`src/rtl/mctt_pkg.sv`:
```
// Package: shared constants, operation codes and lane control types for the timer bank.
`timescale 1ns / 1ps
`default_nettype none

package mctt_pkg;

  // Bank geometry
  localparam int MAX_TIMERS  = 8;
  localparam int COUNT_WIDTH = 16;

  // Fixed field widths
  localparam int OP_W     = 2;
  localparam int IDX_W    = 3;
  localparam int PERIOD_W = 16;
  localparam int CFG_W    = 4;
  localparam int MASK_W   = 8;

  // Operation codes; the fourth code is a no-op
  typedef enum logic [OP_W-1:0] {
    OP_TICK  = 2'd0,
    OP_START = 2'd1,
    OP_CLEAR = 2'd2
  } op_t;

  // Command broadcast to every lane
  typedef struct packed {
    logic                go;
    op_t                 op;
    logic [PERIOD_W-1:0] period;
    logic                auto_reload;
  } lane_cmd_t;

  // Per-lane flags as they stand after the current command
  typedef struct packed {
    logic fired;
    logic running;
  } lane_stat_t;

endpackage : mctt_pkg

`default_nettype wire

```
`src/rtl/mctt_if.sv`:
```
// Interfaces: valid/ready channels for the command word and the status word.
`timescale 1ns / 1ps
`default_nettype none

interface mctt_in_if import mctt_pkg::*; ();
  logic                valid;
  logic                ready;
  logic [OP_W-1:0]     op;
  logic [IDX_W-1:0]    timer_index;
  logic [PERIOD_W-1:0] period;
  logic                auto_reload;

  modport source (output valid, op, timer_index, period, auto_reload, input ready);
  modport sink   (input valid, op, timer_index, period, auto_reload, output ready);
endinterface : mctt_in_if

interface mctt_out_if import mctt_pkg::*; ();
  logic              valid;
  logic              ready;
  logic [MASK_W-1:0] fired_mask;
  logic [MASK_W-1:0] running_mask;

  modport source (output valid, fired_mask, running_mask, input ready);
  modport sink   (input valid, fired_mask, running_mask, output ready);
endinterface : mctt_out_if

`default_nettype wire

```
`src/rtl/mctt_timer_lane.sv`:
```
// One timer lane: down-counter, reload value, mode and status flags.
`timescale 1ns / 1ps
`default_nettype none

module mctt_timer_lane import mctt_pkg::*; (
  input  wire logic       clk,
  input  wire logic       rst_n,
  input  wire lane_cmd_t  cmd,
  input  wire logic       sel,      // start/clear addresses this lane
  input  wire logic       tick_en,  // lane index below the active count
  output lane_stat_t      stat_nxt
);

  logic [COUNT_WIDTH-1:0] count_r,  count_nxt;
  logic [COUNT_WIDTH-1:0] reload_r, reload_nxt;
  logic                   mode_r,   mode_nxt;
  logic                   running_r, running_nxt;
  logic                   fired_r,   fired_nxt;
  logic [COUNT_WIDTH-1:0] start_val;

  // period minus one, wrapping so zero gives all ones
  assign start_val = COUNT_WIDTH'(cmd.period) - COUNT_WIDTH'(1);

  // Next-state logic
  always_comb begin
    count_nxt   = count_r;
    reload_nxt  = reload_r;
    mode_nxt    = mode_r;
    running_nxt = running_r;
    fired_nxt   = fired_r;
    if (cmd.go) begin
      unique case (cmd.op)
        OP_TICK: begin
          if (tick_en && running_r) begin
            if (count_r != '0) begin
              count_nxt = count_r - COUNT_WIDTH'(1);
            end else begin
              fired_nxt = 1'b1;
              if (mode_r) begin
                count_nxt = reload_r;
              end else begin
                running_nxt = 1'b0;
              end
            end
          end
        end
        OP_START: begin
          if (sel) begin
            count_nxt   = start_val;
            reload_nxt  = start_val;
            mode_nxt    = cmd.auto_reload;
            running_nxt = 1'b1;
            fired_nxt   = 1'b0;
          end
        end
        OP_CLEAR: begin
          if (sel) begin
            fired_nxt = 1'b0;
          end
        end
        default: begin
        end
      endcase
    end
  end

  // Flags
  always_ff @(posedge clk) begin
    if (!rst_n) begin
      running_r <= 1'b0;
      fired_r   <= 1'b0;
    end else begin
      running_r <= running_nxt;
      fired_r   <= fired_nxt;
    end
  end

  // Count and settings, only meaningful once started
  always_ff @(posedge clk) begin
    count_r  <= count_nxt;
    reload_r <= reload_nxt;
    mode_r   <= mode_nxt;
  end

  assign stat_nxt.fired   = fired_nxt;
  assign stat_nxt.running = running_nxt;

  // fired only sets on a tick that reaches this lane
  a_fire_on_tick: assert property (@(posedge clk) disable iff (!rst_n)
    (fired_r && !$past(fired_r)) |->
      $past(cmd.go && cmd.op == OP_TICK && tick_en && running_r))
    else $error("fired flag set outside a serviced tick");

  // running only sets on a start that addresses this lane
  a_run_on_start: assert property (@(posedge clk) disable iff (!rst_n)
    (running_r && !$past(running_r)) |-> $past(cmd.go && cmd.op == OP_START && sel))
    else $error("running flag set without a start");

endmodule : mctt_timer_lane

`default_nettype wire

```
`src/rtl/multi_channel_tick_timer_bank.sv`:
```
// Top level: input register, timer lanes and the status output register.
// Path: a command word is held in the input register, its status word in the output register.
// Throughput: one command word per cycle while the output does not stall; all lanes update in the same cycle.
// in_chan.ready falls only while the input register holds a word and the output stalls.
// Reset (rst_n low, synchronous): all timers stopped, fired flags clear,
// active count 0, both channel registers empty.
`timescale 1ns / 1ps
`default_nettype none

module multi_channel_tick_timer_bank import mctt_pkg::*; (
  input  wire logic             clk,
  input  wire logic             rst_n,
  mctt_in_if.sink               in_chan,
  mctt_out_if.source            out_chan,
  input  wire logic             cfg_wr_en,
  input  wire logic [CFG_W-1:0] cfg_wr_data
);

  logic [CFG_W-1:0]    cfg_r;
  logic                s1_valid_r;
  logic [OP_W-1:0]     s1_op_r;
  logic [IDX_W-1:0]    s1_index_r;
  logic [PERIOD_W-1:0] s1_period_r;
  logic                s1_auto_r;
  logic                s1_go;
  logic                in_take;
  logic                out_valid_r;
  logic [MASK_W-1:0]   fired_mask_r, fired_mask_nxt;
  logic [MASK_W-1:0]   running_mask_r, running_mask_nxt;
  lane_cmd_t           cmd;
  lane_stat_t          stat [MAX_TIMERS];

  // Handshake
  assign s1_go          = s1_valid_r && (!out_valid_r || out_chan.ready);
  assign in_chan.ready  = !s1_valid_r || s1_go;
  assign in_take        = in_chan.valid && in_chan.ready;

  // Active timer count register
  always_ff @(posedge clk) begin
    if (!rst_n) begin
      cfg_r <= '0;
    end else if (cfg_wr_en) begin
      cfg_r <= cfg_wr_data;
    end
  end

  // Input register
  always_ff @(posedge clk) begin
    if (!rst_n) begin
      s1_valid_r <= 1'b0;
    end else if (in_take) begin
      s1_valid_r <= 1'b1;
    end else if (s1_go) begin
      s1_valid_r <= 1'b0;
    end
  end

  always_ff @(posedge clk) begin
    if (in_take) begin
      s1_op_r     <= in_chan.op;
      s1_index_r  <= in_chan.timer_index;
      s1_period_r <= in_chan.period;
      s1_auto_r   <= in_chan.auto_reload;
    end
  end

  // Command broadcast
  assign cmd.go          = s1_go;
  assign cmd.op          = op_t'(s1_op_r);
  assign cmd.period      = s1_period_r;
  assign cmd.auto_reload = s1_auto_r;

  // Timer lanes
  for (genvar i = 0; i < MAX_TIMERS; i++) begin : g_lane
    logic sel;
    logic tick_en;
    assign sel     = (32'(s1_index_r) == i);
    assign tick_en = (32'(cfg_r) > i);

    mctt_timer_lane u_lane (
      .clk      (clk),
      .rst_n    (rst_n),
      .cmd      (cmd),
      .sel      (sel),
      .tick_en  (tick_en),
      .stat_nxt (stat[i])
    );
  end

  // Status masks: one bit per lane, any bits above the lane count tied to zero
  for (genvar j = 0; j < MASK_W; j++) begin : g_mask
    if (j < MAX_TIMERS) begin : g_bit
      assign fired_mask_nxt[j]   = stat[j].fired;
      assign running_mask_nxt[j] = stat[j].running;
    end else begin : g_zero
      assign fired_mask_nxt[j]   = 1'b0;
      assign running_mask_nxt[j] = 1'b0;
    end
  end

  // Output register
  always_ff @(posedge clk) begin
    if (!rst_n) begin
      out_valid_r <= 1'b0;
    end else if (s1_go) begin
      out_valid_r <= 1'b1;
    end else if (out_chan.ready) begin
      out_valid_r <= 1'b0;
    end
  end

  always_ff @(posedge clk) begin
    if (s1_go) begin
      fired_mask_r   <= fired_mask_nxt;
      running_mask_r <= running_mask_nxt;
    end
  end

  assign out_chan.valid        = out_valid_r;
  assign out_chan.fired_mask   = fired_mask_r;
  assign out_chan.running_mask = running_mask_r;

  // An accepted word always lands in the input register
  a_take_loads: assert property (@(posedge clk) disable iff (!rst_n)
    in_take |=> s1_valid_r)
    else $error("accepted word lost at input register");

  // A word leaving the input register always produces a result
  a_go_result: assert property (@(posedge clk) disable iff (!rst_n)
    s1_go |=> out_valid_r)
    else $error("processed word produced no result");

  // Input register never holds a word stalled while the output register is empty
  a_no_bubble_stall: assert property (@(posedge clk) disable iff (!rst_n)
    (s1_valid_r && !out_valid_r) |-> s1_go)
    else $error("input register stalled with free output");

endmodule : multi_channel_tick_timer_bank

`default_nettype wire
```
`src/flat_wrapper.sv`:
```
// flat-port wrapper written by rule: the top's interface ports become plain ports
module multi_channel_tick_timer_bank_flat import mctt_pkg::*;
  (clk, rst_n, cfg_wr_en, cfg_wr_data, in_chan_valid, in_chan_op, in_chan_timer_index, in_chan_period, in_chan_auto_reload, in_chan_ready, out_chan_valid, out_chan_fired_mask, out_chan_running_mask, out_chan_ready);
  mctt_in_if in_chan_i ();
  mctt_out_if out_chan_i ();
  input  wire logic clk;
  input  wire logic rst_n;
  input  wire logic cfg_wr_en;
  input  wire logic [CFG_W-1:0] cfg_wr_data;
  input wire logic [$bits(in_chan_i.valid)-1:0] in_chan_valid;
  input wire logic [$bits(in_chan_i.op)-1:0] in_chan_op;
  input wire logic [$bits(in_chan_i.timer_index)-1:0] in_chan_timer_index;
  input wire logic [$bits(in_chan_i.period)-1:0] in_chan_period;
  input wire logic [$bits(in_chan_i.auto_reload)-1:0] in_chan_auto_reload;
  output wire logic [$bits(in_chan_i.ready)-1:0] in_chan_ready;
  output wire logic [$bits(out_chan_i.valid)-1:0] out_chan_valid;
  output wire logic [$bits(out_chan_i.fired_mask)-1:0] out_chan_fired_mask;
  output wire logic [$bits(out_chan_i.running_mask)-1:0] out_chan_running_mask;
  input wire logic [$bits(out_chan_i.ready)-1:0] out_chan_ready;
  assign in_chan_i.valid = in_chan_valid;
  assign in_chan_i.op = in_chan_op;
  assign in_chan_i.timer_index = in_chan_timer_index;
  assign in_chan_i.period = in_chan_period;
  assign in_chan_i.auto_reload = in_chan_auto_reload;
  assign in_chan_ready = in_chan_i.ready;
  assign out_chan_valid = out_chan_i.valid;
  assign out_chan_fired_mask = out_chan_i.fired_mask;
  assign out_chan_running_mask = out_chan_i.running_mask;
  assign out_chan_i.ready = out_chan_ready;
  multi_channel_tick_timer_bank u_core (.clk(clk), .rst_n(rst_n), .in_chan(in_chan_i), .out_chan(out_chan_i), .cfg_wr_en(cfg_wr_en), .cfg_wr_data(cfg_wr_data));
endmodule
```
`config.mk`:
```
export PLATFORM = sky130hd
export DESIGN_NAME = multi_channel_tick_timer_bank_flat
export DESIGN_NICKNAME = d
export VERILOG_FILES = /design/src/rtl/mctt_pkg.sv /design/src/rtl/mctt_if.sv /design/src/rtl/mctt_timer_lane.sv /design/src/rtl/multi_channel_tick_timer_bank.sv /design/src/flat_wrapper.sv
export SDC_FILE = /design/constraint.sdc
export NUM_CORES = 1
export LEC_CHECK = 0
export CELL_PAD_IN_SITES_DETAIL_PLACEMENT = 1
export CELL_PAD_IN_SITES_GLOBAL_PLACEMENT = 2
export CORE_MARGIN = 5
export CORE_UTILIZATION = 35
export CTS_CLUSTER_DIAMETER = 120
export DETAILED_ROUTE_END_ITERATION = 10
export DONT_BUFFER_PORTS = 1
export PLACE_DENSITY = 0.65
export SLEW_MARGIN = 20
export SYNTH_ARGS = -nofsm -noshare
export SYNTH_HDL_FRONTEND = slang
export SYNTH_SLANG_ARGS = --single-unit
```
`constraint.sdc`:
```
create_clock -name clk -period 3.7 [get_ports clk]
set_clock_uncertainty 0.15 [all_clocks]
set_input_delay 0.555 -clock clk [delete_from_list [all_inputs] [get_ports clk]]
set_output_delay 0.555 -clock clk [all_outputs]
set_load 0.05 [all_outputs]
```
==> results.ini <==
[yosys]
synth_fp_nets=1355
synth_top_area_frac=0.579
ys_ff_latch=324
yosysSeqAreaShare=0.607
synth_edf_count=302
ys.flop_type=edfxtp_1
synth_area_leaders=edfxtp_1 (58%), o21ai_0 (4.2%), mux2i_1 (3.6%), dfxtp_1 (2.8%), nor2_1 (2.3%)
synthCells=1304
async_reset_ff_frac=0
synth_cell_types=74
synth_warnings=0
netlist_area_mm2=0.0157
synth_top_cell_by_area=edfxtp_1
syn_area_per_cell_um2=12.0

[hold_path]
hold_start=rst_n
hold_path_end=u_core.g_lane[2].u_lane.running_r$_SDFF_PN0_
min_path_type=in -> reg
holdPathStages=1

[die]
die_w_um=222
coreArea_mm2=0.0442
die-area_mm2=0.0491
fp.dieH_um=222
num_io_pins=49
initial_core_util=0.354
rows=77

[critical_path]
r2r-start=u_core.s1_period_r[7]$_DFFE_PP_
r2r-end=u_core.g_lane[4].u_lane.count_r[15]$_DFFE_PP_
end_kind=flop
ff2ff_path_depth=5
slowest_stage=or4_4
crit_start=u_core.s1_period_r[7]$_DFFE_PP_
crit_top_cell=or4_4
critPathKind=reg -> reg
max_stage_delay_ns=0.59
arrival_ns=3.07
start_kind=flop
required_ns=3.82
path_max_fanout=5
crit_chain=or4_4 -> or4_4 -> o31a_1 -> o21ai_2 -> o41ai_1
timing.reg2reg.setup_slack_ns=0.74

[place]
gp_congestion=0.794
dp_slack_ns=0.742
post-dp-hpwl_mm=32.2
io_buffer_count=0

[power_and_ir_drop]
finalPower_mw=8.39
p_per_area_mw_per_mm2=461
leakagePower_nw=6.24
vdd.ir_drop.worst_v=0.000446

[timing]
worstMarginPinSlew_ns=0.951
period_needed_ns=2.96
report.final.slew_viol_count=0
finalCritPeriodShare=0.799
fin_tns_setup_ns=0
rsz0062_at_grt=false
relSlewSlack=0.366
fmax_ghz=0.338
worst_slack_ns=0.743
setup_viol=0
finalHoldViolations=0

[routing]
routed_wl_mm=51.3
vias=11200
route.detailed.wl_per_inst_um=25.7
vias_per_cell=5.61
final_antenna_net_count=0
drt_pass1_iterations=5
route.detailed.drc=0
initialDrtViolationCount=713

[clock_network]
clock_latency_ns=0.56
h-tree-depth=2
cts_resized=0
clkSinkCount=324
cts_tree=yes
clockRootBuffer=clkbuf_16
cts_buffer_depth=3
numCtsBuffers=37
path_clk_slew_ns=0.06
cts_setup_buffers=0

[grt]
grt_max_degree=111
grt-ovfl-total=0
grt_pass1_vias=11700
grtUsageTotal=0.206
antenna_found_initial=5
grt_pass1_wl_mm=76.7

[final_layout]
syn_to_final_growth_pct=16.2
nets=1432
drive_above_1_share=0.124
nFillCells=4684
antenna_cells=0

[status]
status=completed

[job]
maxCapViolations=0

-- per-stage QoR --
step / util / instances / cell area [µm²] / hold WS [ns]
after floorplan: - / 1304 / 15700 / 0.363
after global placement: 0.379 / 1909 / 16800 / 0.374
after detailed placement: 0.379 / 1909 / 16800 / 0.390
after CTS: 0.412 / 2001 / 18200 / 0.00192
after global routing: 0.412 / 2001 / 18200 / 0.0188
final: 0.412 / 2001 / 18200 / 0.0293
-- what timing repair did --
| item | CTS | global route |
|---|---|---|
| hold endpoints to repair | 41 | 0 |
| hold buffers | 25 | 0 |
| endpoints found under the setup margin | 0 | 0 |
-- worst max path at each step --
stage	endpoint	depth (start not counted)
2_1_floorplan	u_core.g_lane[7].u_lane.count_r[0]$_DFFE_PP_	4
3_3_place_gp	u_core.g_lane[5].u_lane.count_r[15]$_DFFE_PP_	5
3_5_place_dp	u_core.g_lane[4].u_lane.count_r[15]$_DFFE_PP_	5
4_1_cts	u_core.g_lane[4].u_lane.count_r[15]$_DFFE_PP_	5
5_1_grt	u_core.g_lane[7].u_lane.count_r[2]$_DFFE_PP_	5
6_report	u_core.g_lane[4].u_lane.count_r[15]$_DFFE_PP_	5
-- cells in the final DEF, fill, tap and decap left out, types with 26 or more instances in the layout --
master,count
mux2i_1,56
nor2_1,96
o21ai_0,132
clkbuf_16,39
nand2_1,64
nor4_1,33
a21oi_1,44
buf_4,64
nor3_1,44
xor2_1,36
nand3_1,26
xnor2_1,35
edfxtp_1,302
inv_1,38
-- layer usage --
metal / vias to the layer above / part of all wire / track usage
met2: 255 / 0.46 / 0.332
met1: 5721 / 0.45 / 0.281
li1: 5173 / - / -
met3: 70 / 0.049 / 0.0326
met4: 0 / 0.041 / 0.0839
met5: - / 0 / 0
-- layout make-up --
| class | count | area, µm² | area share |
|---|---|---|---|
| flip-flops and latches | 324 | 9510 | 0.522 |
| multi-input cells | 890 | 5860 | 0.322 |
| clock buffers | 47 | 1060 | 0.0580 |
| repair buffers | 90 | 751 | 0.0412 |
| clock inverters | 20 | 149 | 0.00818 |
| well taps | 592 | 741 | 0.0407 |
| inverters | 38 | 143 | 0.00783 |
-- registers in the layout, summed over array words and instances, names as in the netlist, 3 cells and up --
register and flops:
u_core.g_lane.u_lane.count_r 128, u_core.g_lane.u_lane.reload_r 128, u_core.s1_period_r 16, u_core.g_lane.u_lane.fired_r 8
u_core.g_lane.u_lane.mode_r 8, u_core.g_lane.u_lane.running_r 8, u_core.out_chan.fired_mask 8, u_core.out_chan.running_mask 8
u_core.cfg_r 4, u_core.s1_index_r 3
-- synth_stat cells, types with 5 or more instances --
cell,instances
and2_1,24
nor3b_1,6
nor4_1,33
a21oi_1,44
nand4_1,10
or2_2,9
dfxtp_1,22
mux2i_1,56
o22ai_1,7
or4_4,5
nand3b_1,7
buf_2,5
nand3_1,26
o41ai_1,11
and3_1,10
nor2_1,97
a221oi_1,11
edfxtp_1,302
o21ai_1,10
a21boi_0,9
nand2b_1,11
nand2_1,64
xnor2_1,35
nor2b_1,16
o21ai_0,132
o21a_1,12
or4_1,17
o31ai_1,25
inv_1,38
a31oi_1,11
o31a_1,5
nor4_2,5
ha_1,20
nor3_1,45
or3_1,8
xor2_1,36
clkbuf_1,43
-- logic make-up (layout without fill, tap and decap cells) --
| logic type | after synthesis | in the layout | share of synthesized area |
|---|---|---|---|
| and+or+nand+nor | 422 | 422 | 0.150 |
| DFF | 324 | 324 | 0.607 |
| AOI/OAI and AO/OA | 320 | 320 | 0.127 |
| buffers and inverters | 90 | 195 | 0.0232 |
| xor gates and xnor gates | 71 | 71 | 0.0397 |
| muxes | 57 | 57 | 0.0365 |
| adders and majority gates | 20 | 20 | 0.0160 |
-- where the power goes --
group / leakage, nW / internal (mW) / total, mW / switching (mW)
clock network: 0.610 / 2.16 / 3.69 / 1.54
logic: 2.69 / 0.156 / 0.492 / 0.336
registers: 2.93 / 4.10 / 4.20 / 0.102
total: 6.24 / 6.41 / 8.39 / 1.98
-- worst max-delay path, delay by kind of cell, from the launching register on --
kind             cells  cell delay [ns]
flip-flops           1             0.46
AND/OR/NAND/NOR      2             1.05
AO/OA/AOI/OAI        3             0.99
(Power assumes the default switching activity.)
